==> config.mk <==
export PLATFORM = sky130hd
export DESIGN_NAME = ip_range_to_prefix_blocks_core
export DESIGN_NICKNAME = d
export VERILOG_FILES = /design/src/hdl/iprp_pkg.sv /design/src/hdl/ip_range_to_prefix_blocks_core.sv /design/src/hdl/iprp_step.sv
export SDC_FILE = /design/constraint.sdc
export NUM_CORES = 1
export LEC_CHECK = 0
export BUFFER_PORTS_ARGS = -buffer_cell sky130_fd_sc_hd__buf_2
export CAP_MARGIN = 20
export CORE_MARGIN = 4
export CORE_UTILIZATION = 45
export DETAILED_ROUTE_END_ITERATION = 8
export GPL_ROUTABILITY_DRIVEN = 0
export PLACE_DENSITY_LB_ADDON = 0.05
export SETUP_SLACK_MARGIN = 0.05
export SYNTH_ARGS = -nofsm -noshare
export SYNTH_HDL_FRONTEND = slang
export SYNTH_SLANG_ARGS = --single-unit
==> constraint.sdc <==
create_clock -name clk -period 12.9 [get_ports clk]
set_clock_uncertainty 0.2 [all_clocks]
set_input_delay 1.29 -clock clk [delete_from_list [all_inputs] [get_ports clk]]
set_output_delay 1.29 -clock clk [all_outputs]
set_load 0.05 [all_outputs]
==> src/hdl/iprp_pkg.sv <==
// ----------------------------------------------------------------------------
// iprp_pkg
// Shared types for the address range to prefix block splitter.
// ----------------------------------------------------------------------------
package iprp_pkg;

  typedef enum logic [2:0] {
    ST_IDLE = 3'b001,
    ST_ASC  = 3'b010,
    ST_DESC = 3'b100
  } state_t;

  typedef struct packed {
    logic hit;
    logic fits;
    logic last_blk;
    logic at_top;
  } step_t;

endpackage

==> src/hdl/ip_range_to_prefix_blocks_core.sv <==
// ----------------------------------------------------------------------------
// ip_range_to_prefix_blocks_core
// Splits an address range into the shortest run of aligned prefix blocks.
//
//   channel  ports                                   handshake
//   input    in_start_address, in_host_count         start && !busy
//   result   out_block_base, out_prefix_len,         out_valid strobe,
//            out_last                                one cycle, no stall
//
// One bit position is scanned per cycle by the shared step unit: first
// upward through the cursor's alignment, then downward through the bits of
// the remaining count. A zero count never raises busy. Each block leaves
// on a registered strobe in the cycle after its scan step. Reset clears
// the sequencer. The receiver cannot stall the results.
// ----------------------------------------------------------------------------
module ip_range_to_prefix_blocks_core #(
  parameter int ADDR_BITS = 32
) (
  input  logic        clk,
  input  logic        rst_n,
  input  logic        start,
  output logic        busy,
  input  logic [31:0] in_start_address,
  input  logic [31:0] in_host_count,
  output logic        out_valid,
  output logic [31:0] out_block_base,
  output logic [5:0]  out_prefix_len,
  output logic        out_last
);

  localparam int KW = $clog2(ADDR_BITS);
  localparam logic [KW-1:0] KTOP = KW'(ADDR_BITS - 1);

  iprp_pkg::state_t state_r, state_nxt;
  logic [KW-1:0]        k_r, k_nxt;
  logic [ADDR_BITS-1:0] cursor_r, cursor_nxt;
  logic [ADDR_BITS-1:0] hosts_r, hosts_nxt;
  logic                 valid_r, valid_nxt;
  logic [ADDR_BITS-1:0] base_r;
  logic [5:0]           plen_r;
  logic                 last_r;

  iprp_pkg::step_t      ctl;
  logic [ADDR_BITS-1:0] cursor_sum;
  logic [ADDR_BITS-1:0] hosts_diff;
  logic                 emit;

  iprp_step #(
    .ADDR_BITS (ADDR_BITS),
    .KW        (KW)
  ) u_step (
    .desc       (state_r == iprp_pkg::ST_DESC),
    .k          (k_r),
    .cursor     (cursor_r),
    .hosts      (hosts_r),
    .ctl        (ctl),
    .cursor_sum (cursor_sum),
    .hosts_diff (hosts_diff)
  );

  assign busy = (state_r != iprp_pkg::ST_IDLE);

  always_comb begin
    state_nxt  = state_r;
    k_nxt      = k_r;
    cursor_nxt = cursor_r;
    hosts_nxt  = hosts_r;
    emit       = 1'b0;
    unique case (state_r)
      iprp_pkg::ST_IDLE: begin
        if (start) begin
          cursor_nxt = in_start_address[ADDR_BITS-1:0];
          hosts_nxt  = in_host_count[ADDR_BITS-1:0];
          k_nxt      = '0;
          if (in_host_count[ADDR_BITS-1:0] != '0) begin
            state_nxt = iprp_pkg::ST_ASC;
          end
        end
      end
      iprp_pkg::ST_ASC: begin
        if (!ctl.fits) begin
          state_nxt = iprp_pkg::ST_DESC;
          k_nxt     = k_r - 1'b1;
        end else if (ctl.hit) begin
          emit       = 1'b1;
          cursor_nxt = cursor_sum;
          hosts_nxt  = hosts_diff;
          if (ctl.last_blk) begin
            state_nxt = iprp_pkg::ST_IDLE;
          end else if (ctl.at_top) begin
            state_nxt = iprp_pkg::ST_DESC;
          end else begin
            k_nxt = k_r + 1'b1;
          end
        end else if (ctl.at_top) begin
          state_nxt = iprp_pkg::ST_DESC;
        end else begin
          k_nxt = k_r + 1'b1;
        end
      end
      iprp_pkg::ST_DESC: begin
        if (ctl.hit) begin
          emit       = 1'b1;
          cursor_nxt = cursor_sum;
          hosts_nxt  = hosts_diff;
          if (ctl.last_blk) begin
            state_nxt = iprp_pkg::ST_IDLE;
          end else begin
            k_nxt = k_r - 1'b1;
          end
        end else begin
          k_nxt = k_r - 1'b1;
        end
      end
      default: begin
        state_nxt = iprp_pkg::ST_IDLE;
        k_nxt     = KTOP;
      end
    endcase
    valid_nxt = emit;
  end

  always_ff @(posedge clk) begin
    if (!rst_n) begin
      state_r <= iprp_pkg::ST_IDLE;
      valid_r <= 1'b0;
    end else begin
      state_r <= state_nxt;
      valid_r <= valid_nxt;
    end
  end

  always_ff @(posedge clk) begin
    k_r      <= k_nxt;
    cursor_r <= cursor_nxt;
    hosts_r  <= hosts_nxt;
    if (emit) begin
      base_r <= cursor_r;
      plen_r <= 6'(ADDR_BITS) - 6'(k_r);
      last_r <= ctl.last_blk;
    end
  end

  assign out_valid      = valid_r;
  assign out_block_base = 32'(base_r);
  assign out_prefix_len = plen_r;
  assign out_last       = last_r;

endmodule

==> src/hdl/iprp_step.sv <==
// ----------------------------------------------------------------------------
// iprp_step
// Shared scan unit: tests one bit position of the cursor or the remaining
// count and forms the advanced cursor and reduced count for that block size.
// ----------------------------------------------------------------------------
module iprp_step #(
  parameter int ADDR_BITS = 32,
  parameter int KW        = $clog2(ADDR_BITS)
) (
  input  logic                 desc,
  input  logic [KW-1:0]        k,
  input  logic [ADDR_BITS-1:0] cursor,
  input  logic [ADDR_BITS-1:0] hosts,
  output iprp_pkg::step_t      ctl,
  output logic [ADDR_BITS-1:0] cursor_sum,
  output logic [ADDR_BITS-1:0] hosts_diff
);

  localparam logic [KW-1:0] KTOP = KW'(ADDR_BITS - 1);

  logic [ADDR_BITS-1:0] blk;

  assign blk        = {{(ADDR_BITS-1){1'b0}}, 1'b1} << k;
  assign cursor_sum = cursor + blk;
  assign hosts_diff = hosts - blk;

  always_comb begin
    ctl.fits     = (blk <= hosts);
    ctl.hit      = desc ? hosts[k] : (cursor[k] & ctl.fits);
    ctl.last_blk = ctl.hit & (hosts == blk);
    ctl.at_top   = (k == KTOP);
  end

endmodule
==> impl_metrics.py, run 1 <==
metrics = {
    "logic_synthesis": {
        "async_reset_ff_share_pct": 0,
        "synth.most_common_cell": "nand2_1",
        "syn_inst": 882,
        "yosysUniqueCellTypes": 58,
        "syn_nets": 1024,
        "synthTopCellsByCount": "nand2_1 (115), edfxtp_1 (108), ha_1 (73), o21ai_0 (69), a21oi_1 (60)",
        "yosys_warnings": 0,
        "ys_ff_latch": 112,
        "syn_avg_cell_area_sq_um": 9.67,
        "netlist.area_leader.share_pct": 38.0,
        "ys.flop_type": "edfxtp_1",
        "yosys-top-cells-area": "edfxtp_1 (38%), ha_1 (11%), mux4_2 (5.3%)",
        "synth-edff-count": 108,
        "yosysTopAreaCell": "edfxtp_1",
        "seq_area_frac_synth_pct": 38.9,
        "synthesis.area_sq_mm": 0.00853,
    },
    "drt": {
        "vias_per_cell": 5.77,
        "wire_per_inst_um": 19.0,
        "drt-total-wl_mm": 23.0,
        "wl_met2_mm": 10.1,
        "first_iter_violations": 460,
        "wl_met3_mm": 1.39,
        "postRouteAntennaNets": 0,
        "dr.pass1.iters": 5,
        "drc": 0,
        "met1_length_mm": 11.1,
        "top_layer_used": "met5",
        "vias": 7010,
    },
    "setup_path": {
        "crit_type": "reg -> reg",
        "crit_slowest_cell": "a21o_2",
        "worstSetupStartpoint": "k_r[0]$_DFFE_PP_",
        "cp.required_ns": 12.69,
        "critPathTopFamily": "compound AO/OA/AOI/OAI gates",
        "critPathCaptureType": "register",
        "cp_max_fo": 40,
        "cp_slowest_stage_delay_ns": 0.78,
        "worstPathArrival_ns": 5.11,
        "ff2ff_path_depth": 15,
        "critPathLaunchType": "register",
        "worst-path-buf-inv": 2,
        "cp-endpoint": "out_block_base[4]$_DFFE_PP_",
        "cp_num_cells": 15,
        "path_cells": "buf_4, inv_1, ha_1, ha_1, and2_1, ha_1, fa_1, nor2b_1, o31a_1, o32a_4, a221oi_4, o21a_2, o31ai_2, a31o_2, a21o_2",
        "rr_startpoint": "k_r[0]$_DFFE_PP_",
        "r2r-end": "out_block_base[4]$_DFFE_PP_",
        "ff2ff_setup_slack_ns": 7.58,
        "cpMostUsedCell": "ha_1",
    },
    "die": {
        "num_rows": 50,
        "die-area_sq_mm": 0.0212,
        "core_sq_mm": 0.0187,
        "pin_count": 108,
        "initial_core_util_pct": 45.6,
        "die_h_um": 146,
        "die_width_um": 146,
    },
    "cts": {
        "clk_latency_ns": 0.37,
        "cts_resized": 0,
        "numCtsBuffers": 9,
        "clk_pin_slew_ns": 0.08,
        "cts_max_path_buffers": 2,
        "clock_sinks": 112,
        "cts_setup_buffers": 0,
        "cts_tree": "built",
        "ctsRootBufferMaster": "clkbuf_16",
        "cts_hold_buf": 0,
        "h-tree-depth": 3,
    },
    "grt": {
        "gr-usage-all-layers_pct": 21.6,
        "grt_max_degree": 97,
        "antenna_found_initial": 1,
        "grt_pass1_wl_mm": 36.5,
        "grt_pass1_vias": 6755,
        "grt-ovfl-total": 0,
    },
    "flow_run": {
        "cap_viol_max_count": 0,
    },
    "sta": {
        "tns_ns": 0,
        "rsz0062_at_grt": "no",
        "finalHoldViolations": 0,
        "layout_setup_ws_ns": 7.58,
        "slew_viol_final": 0,
        "finalSetupViolations": 0,
        "hold_slack_ns": 0.314,
        "final.period_utilization_pct": 41.3,
        "slew_headroom_pct": 34.6,
        "clock.fmax_mhz": 188,
        "finalCriticalPeriod_ns": 5.32,
        "tightestPinTransition_ns": 0.981,
    },
    "layout": {
        "diodes": 0,
        "ff_latch_area_sq_mm": 0.00332,
        "multiInputGateArea_sq_mm": 0.00491,
        "fin_cells": 1214,
        "drive_above_1_share_pct": 16.8,
        "fill_cells": 1776,
        "area_delta_synth_final_pct": 12.6,
        "fin_nets": 1117,
    },
    "min_path": {
        "hold_path_class": "reg -> reg",
    },
    "power_and_ir_drop": {
        "power_leakage_nw": 4.21,
        "ir_drop_uv": 103,
        "power_density_mw_per_mm2": 280,
    },
    "placement": {
        "post-place-ws_ns": 7.53,
        "io_buffers": 107,
        "dp_hpwl_mm": 17.9,
        "dp.cells": 1198,
    },
    "status": {
        "run_status": "completed",
    },
}
## worst min-delay path by stage
stage | slack [ns] | cells after the start | startpoint | to
after floorplan | 0.25 | 0 | cursor_r[13]$_DFFE_PP_ | out_block_base[13]$_DFFE_PP_
after global placement | 0.30 | 0 | cursor_r[29]$_DFFE_PP_ | out_block_base[29]$_DFFE_PP_
after detailed placement | 0.30 | 0 | cursor_r[4]$_DFFE_PP_ | out_block_base[4]$_DFFE_PP_
after CTS | 0.32 | 0 | cursor_r[4]$_DFFE_PP_ | out_block_base[4]$_DFFE_PP_
after global routing | 0.33 | 0 | cursor_r[4]$_DFFE_PP_ | out_block_base[4]$_DFFE_PP_
final | 0.31 | 0 | cursor_r[4]$_DFFE_PP_ | out_block_base[4]$_DFFE_PP_
## per-layer routing
metal | global-route usage, % | vias to the layer above
li1 | - | 3480
met1 | 31.7 | 3282
met2 | 32.6 | 214
met3 | 4.02 | 32
met4 | 6.32 | 2
met5 | 0 | -
## state kept, by name, summed over array words and instances (netlist names)
signal          cells
k_r                 5
out_last            1
out_valid           1
out_prefix_len      6
state_r             3
out_block_base     32
cursor_r           32
hosts_r            32
## power by group
part	switching (mW)	internal, mW	total, mW
Combinational	0.959	0.637	1.60
Clock	0.141	0.153	0.294
Sequential	0.162	0.641	0.803
Total	1.26	1.43	2.69
## area by class of cell
class | count | share of cell area, %
sequential | 112 | 34.6
clock buffer | 9 | 2.34
timing repair buffer | 113 | 6.04
clock inverter | 7 | 0.794
inverter | 53 | 2.07
tap | 234 | 3.05
multi-input combinational | 686 | 51.1
## per-stage QoR
step	power [mW]	area (sq um)	utilization, %
2_1_floorplan	1.99	8530	-
3_3_place_gp	2.40	9310	49.8
3_5_place_dp	2.39	9310	49.8
4_1_cts	2.70	9610	51.4
5_1_grt	2.90	9610	51.4
6_report	2.69	9610	51.4
## logic make-up (layout without fill, tap and decap cells)
group / after synthesis / count (layout) / share of synthesized area, %
simple gates: 270 / 270 / 14.8
buf+inv: 84 / 182 / 3.75
compound gates: 262 / 262 / 19.9
mux: 25 / 25 / 5.87
xor+xnor: 54 / 54 / 5.54
fa+ha+maj: 75 / 75 / 11.2
flops: 112 / 112 / 38.9
## layout by cell type (no fill, tap or decap), drive strengths merged, types with 3 or more instances in the layout
master and n:
and3 5, mux2i 5, ha 73, mux4 20
xor2 29, o211ai 6, a21o 31, clkbuf 9
a21boi 4, buf 113, o21ai 86, nand2 115
and4 3, edfxtp 108, and2 8, nand2b 7
or3 5, a31oi 3, nand4 13, nor2b 11
a21oi 60, a31o 4, a211o 3, dfxtp 4
o21bai 10, nor2 44, o21a 10, o31ai 10
xnor2 25, o31a 3, nor3b 5, inv 56
o311ai 6, nand3 25, nor3 14, nor4 10
a211oi 14
Power figures use the tool's default switching activity.
==> inputs of run 2 (changes only) <==
==> constraint.sdc (replaced) <==
create_clock -name clk -period 5.4 [get_ports clk]
set_clock_uncertainty 0.2 [all_clocks]
set_input_delay 0.54 -clock clk [delete_from_list [all_inputs] [get_ports clk]]
set_output_delay 0.54 -clock clk [all_outputs]
set_load 0.05 [all_outputs]
==> impl_metrics.py, run 2 (synthesis results as in run 1) <==
metrics = {
    "status": {
        "run_status": "completed",
    },
    "layout": {
        "fill_cells": 1723,
        "most-common-layout-cells": "nand2_1 (115), edfxtp_1 (108), buf_2 (107)",
        "diodes": 0,
        "final_common_cell": "nand2_1",
        "drive_above_1_share_pct": 17.9,
        "area_delta_synth_final_pct": 13.9,
        "fin_cells": 1219,
        "fin_nets": 1122,
    },
    "drt": {
        "first_iter_violations": 503,
        "postRouteAntennaNets": 0,
        "dr.pass1.iters": 6,
        "vias": 7019,
        "drt-total-wl_mm": 23.4,
        "drc": 0,
        "vias_per_cell": 5.76,
        "wire_per_inst_um": 19.2,
    },
    "setup_path": {
        "rr_startpoint": "k_r[3]$_DFFE_PP_",
        "ff2ff_setup_slack_ns": 0.58,
        "critPathCaptureType": "register",
        "crit_type": "reg -> reg",
        "worstPathArrival_ns": 4.62,
        "critPathLaunchType": "register",
        "ff2ff_path_depth": 14,
        "r2r-end": "cursor_r[17]$_DFFE_PP_",
        "cp.required_ns": 5.21,
        "cp_max_fo": 34,
    },
    "min_path": {
        "hold_end": "out_valid$_SDFF_PN0_",
        "holdCritStartpoint": "rst_n",
        "hold_path_class": "in -> reg",
        "holdPathStages": 2,
    },
    "die": {
        "initial_core_util_pct": 45.6,
        "die_width_um": 146,
        "pin_count": 108,
        "die_h_um": 146,
        "num_rows": 50,
        "core_sq_mm": 0.0187,
        "die-area_sq_mm": 0.0212,
    },
    "cts": {
        "cts_resized": 0,
        "cts_hold_buf": 0,
        "numCtsBuffers": 9,
        "cts_tree": "built",
        "ctsRootBufferMaster": "clkbuf_16",
        "clk_latency_ns": 0.36,
        "clock_sinks": 112,
        "clk_pin_slew_ns": 0.08,
        "cts_setup_buffers": 0,
        "cts_max_path_buffers": 2,
        "h-tree-depth": 3,
    },
    "flow_run": {
        "cap_viol_max_count": 0,
    },
    "grt": {
        "grt_pass1_vias": 6686,
        "gr-usage-all-layers_pct": 21.8,
        "antenna_found_initial": 0,
        "grt_pass1_wl_mm": 36.7,
        "grt-ovfl-total": 0,
        "grt_max_degree": 100,
    },
    "placement": {
        "io_buffers": 107,
        "dp_hpwl_mm": 18.3,
        "dp.cells": 1203,
    },
    "power_and_ir_drop": {
        "p_sw_share_pct": 46.9,
        "ir_drop_uv": 383,
        "power_leakage_nw": 4.23,
        "power_density_mw_per_mm2": 674,
        "power.switching_mw": 3.07,
        "power_mw": 6.55,
        "power_frac_clock_pct": 10.8,
        "combPwrFrac_pct": 60.8,
        "seqPwrFrac_pct": 28.4,
        "power.internal_mw": 3.48,
    },
    "sta": {
        "hold_slack_ns": 0.196,
        "slew_viol_final": 0,
        "final.period_utilization_pct": 89.2,
        "rsz0062_at_grt": "no",
        "finalHoldViolations": 0,
        "slew_headroom_pct": 36.5,
        "tightestPinTransition_ns": 0.952,
        "finalCriticalPeriod_ns": 4.82,
        "tns_ns": 0,
        "finalSetupViolations": 0,
        "clock.fmax_mhz": 208,
    },
}
-- run 2: cell count changes in the layout (fill, tap and decap cells not counted), sizes merged --
| cell | change |
|---|---|
| clkinvlp | +1 |
| inv | -1 |
| buf | +5 |
-- run 2: metrics by stage --
| step | cell area, sq um | setup WS [ns] | util [%] |
|---|---|---|---|
| after CTS | 9720 | 0.608 | 52.0 |
| after floorplan | 8630 | -0.159 | - |
| final | 9720 | 0.585 | 52.0 |
| after detailed placement | 9420 | 0.652 | 50.3 |
| after global placement | 9420 | 0.649 | 50.3 |
| after global routing | 9720 | 0.273 | 52.0 |
-- run 2: cell type report --
class | instances | area (sq um) | share of cell area [%]
Tap cell | 234 | 293 | 3.01
Timing Repair Buffer | 118 | 631 | 6.49
Clock buffer | 9 | 225 | 2.32
Multi-Input combinational cell | 686 | 4970 | 51.1
Sequential cell | 112 | 3320 | 34.2
Clock inverter | 7 | 77.6 | 0.798
Inverter | 53 | 201 | 2.07
-- run 2: how the worst max path moves through the flow --
stage,from,to,cells past startpoint
final,k_r[3]$_DFFE_PP_,cursor_r[17]$_DFFE_PP_,14
after global routing,k_r[1]$_DFFE_PP_,k_r[2]$_DFFE_PP_,14
after CTS,k_r[3]$_DFFE_PP_,cursor_r[17]$_DFFE_PP_,14
after detailed placement,k_r[0]$_DFFE_PP_,k_r[0]$_DFFE_PP_,13
after global placement,k_r[3]$_DFFE_PP_,cursor_r[10]$_DFFE_PP_,12
after floorplan,k_r[0]$_DFFE_PP_,cursor_r[0]$_DFFE_PP_,17
-- run 2: power by group through the flow --
stage                     logic (mW)  clock network (mW)  registers, mW
final                           3.98               0.706           1.86
after global routing            4.40               0.750           1.90
after CTS                       3.98               0.719           1.85
after detailed placement        3.94                   0           1.87
after global placement          3.97                   0           1.87
after floorplan                 2.97                   0           1.82
-- run 2: routing by layer --
layer	GRT usage, %	routed length, um	up-vias
met3	2.27	1080	27
met1	32.3	11400	3285
met5	0	0	-
li1	-	-	3501
met4	6.46	441	0
met2	34.0	10500	206
-- run 2: critical path, stage by stage (launching register included) --
cell and delay (ns):
edfxtp_1 0.91, nor2_1 0.19, and2_4 0.24, ha_4 0.17, fa_2 0.39, nor2b_1 0.17
o31a_1 0.23, o32a_4 0.21, a221oi_4 0.08, o21a_2 0.27, o31ai_4 0.36, a21o_1 0.24
a211oi_2 0.11, a211oi_4 0.23, buf_4 0.44
==> inputs of run 3 (changes only) <==
==> constraint.sdc (replaced) <==
create_clock -name clk -period 3.85 [get_ports clk]
set_clock_uncertainty 0.2 [all_clocks]
set_input_delay 0.385 -clock clk [delete_from_list [all_inputs] [get_ports clk]]
set_output_delay 0.385 -clock clk [all_outputs]
set_load 0.05 [all_outputs]
==> impl_metrics.py, run 3 (synthesis results as in run 1) <==
metrics = {
    "power_and_ir_drop": {
        "seqPwrFrac_pct": 22.3,
        "power_mw": 11.5,
        "p_sw_share_pct": 44.0,
        "power_frac_clock_pct": 8.6,
        "combPwrFrac_pct": 69.1,
        "ir_drop_uv": 394,
        "power_leakage_nw": 5.28,
        "power.switching_mw": 5.07,
        "power_density_mw_per_mm2": 972,
        "power.internal_mw": 6.46,
    },
    "layout": {
        "fin_nets": 1303,
        "drive_above_1_share_pct": 38.3,
        "fill_cells": 1556,
        "final_common_cell": "buf_4",
        "utilization_pct": 63.5,
        "diodes": 0,
        "most-common-layout-cells": "buf_4 (169), edfxtp_1 (108), buf_2 (107)",
        "area_delta_synth_final_pct": 39.1,
    },
    "sta": {
        "finalSetupViolations": 113,
        "clock.fmax_mhz": 248,
        "slew_headroom_pct": 54.6,
        "rsz0062_at_grt": "yes",
        "final.period_utilization_pct": 105,
        "finalCriticalPeriod_ns": 4.04,
        "layout_setup_ws_ns": -0.186,
        "slew_viol_final": 0,
        "finalHoldViolations": 0,
        "tightestPinTransition_ns": 0.682,
    },
    "cts": {
        "h-tree-depth": 3,
        "clk_latency_ns": 0.36,
        "cts_tree": "built",
        "clock_sinks": 112,
        "ctsRootBufferMaster": "clkbuf_16",
        "numCtsBuffers": 9,
        "cts_max_path_buffers": 2,
        "clk_pin_slew_ns": 0.08,
    },
    "setup_path": {
        "critPathLaunchType": "register",
        "worstPathArrival_ns": 3.92,
        "cp_max_fo": 6,
        "critPathCaptureType": "register",
        "cp.required_ns": 3.74,
        "crit_type": "reg -> reg",
    },
    "drt": {
        "dr.pass1.iters": 5,
        "drc": 0,
        "first_iter_violations": 405,
        "wl_met2_mm": 12.5,
        "drt-total-wl_mm": 26.4,
        "met1_length_mm": 12.1,
        "wire_per_inst_um": 18.9,
        "vias_per_cell": 5.60,
        "top_layer_used": "met4",
        "wl_met3_mm": 1.33,
        "postRouteAntennaNets": 0,
        "vias": 7833,
    },
    "placement": {
        "io_buffers": 107,
        "dp_hpwl_mm": 20.0,
    },
    "grt": {
        "grt_pass1_vias": 7581,
        "gr-usage-all-layers_pct": 24.0,
        "antenna_found_initial": 0,
        "grt-ovfl-total": 0,
        "grt_max_degree": 69,
        "grt_pass1_wl_mm": 40.6,
    },
    "die": {
        "initial_core_util_pct": 45.6,
        "die_h_um": 146,
        "die-area_sq_mm": 0.0212,
        "pin_count": 108,
        "die_width_um": 146,
        "num_rows": 50,
        "core_sq_mm": 0.0187,
    },
    "status": {
        "run_status": "finished with violations",
        "violations": "negative setup slack",
    },
    "flow_run": {
        "cap_viol_max_count": 0,
    },
    "min_path": {
        "hold_path_class": "in -> reg",
    },
}
## run 3: cell types whose count changed in the layout (fill, tap and decap cells not counted), sizes merged
cell,before,now
buf,118,297
clkinvlp,2,0
clkinv,2,3
clkbuf,9,12
## run 3: layout make-up
class	instances	area, sq um	share of cell area, %
Timing Repair Buffer	299	2160	18.2
Inverter	53	204	1.72
Clock inverter	6	76.3	0.643
Multi-Input combinational cell	686	5580	47.0
Tap cell	234	293	2.47
Clock buffer	10	229	1.93
Sequential cell	112	3320	28.0
## run 3: repair_timing
action,in CTS,in global routing
gates resized for setup,76,55
cloned,2,3
hold buffers,0,0
pin swaps,28,32
setup buffers,20,8
setup endpoints to repair,131,136
## run 3: stage by stage
stage	worst slack, ns	instances	instance area (sq um)	hold slack, ns	setup TNS, ns
after detailed placement	-0.282	1351	10600	0.287	-24.82
after global routing	-0.284	1400	11900	0.0670	-21.62
after floorplan	-1.71	882	8700	0.251	-133.90
after CTS	-0.0849	1389	11500	0.0447	-3.83
final	-0.186	1400	11900	0.0648	-11.44
after global placement	-0.226	1351	10600	0.271	-17.80
## run 3: worst max-delay path, cell delays in order (launching register included)
cell	delay, ns
edfxtp_1	0.43
inv_4	0.07
ha_4	0.17
ha_4	0.16
and2_4	0.14
ha_4	0.16
fa_2	0.41
nor2b_2	0.16
o31a_1	0.17
o32a_4	0.18
a221oi_4	0.06
o21a_2	0.24
o31ai_4	0.23
a21o_1	0.20
a211oi_2	0.09
a211oi_4	0.26
buf_6	0.24
clkbuf_16	0.18
## run 3: power groups by stage
| stage | Sequential (mW) | Combinational [mW] | Clock, mW |
|---|---|---|---|
| 5_1_grt | 2.62 | 8.61 | 1.06 |
| 3_3_place_gp | 2.56 | 6.75 | 0 |
| 6_report | 2.57 | 7.97 | 0.995 |
| 3_5_place_dp | 2.57 | 6.75 | 0 |
| 2_1_floorplan | 2.56 | 4.22 | 0 |
| 4_1_cts | 2.55 | 7.41 | 1.01 |
## run 3: final timing paths
kind / slack, ns / startpoint / cells past startpoint / to
worst max-delay path: -0.19 / k_r[0]$_DFFE_PP_ / 17 / cursor_r[24]$_DFFE_PP_
worst max register to register: -0.19 / k_r[0]$_DFFE_PP_ / 17 / cursor_r[24]$_DFFE_PP_
worst min-delay path: 0.06 / rst_n / 2 / out_valid$_SDFF_PN0_
worst min register to register: 0.31 / cursor_r[29]$_DFFE_PP_ / 0 / out_block_base[29]$_DFFE_PP_
## run 3: routing by layer
| layer | track usage (%) | vias to the layer above |
|---|---|---|
| met1 | 34.4 | 3698 |
| met2 | 39.1 | 255 |
| li1 | - | 3850 |
| met3 | 3.15 | 30 |
| met4 | 5.56 | 0 |
| met5 | 0 | - |
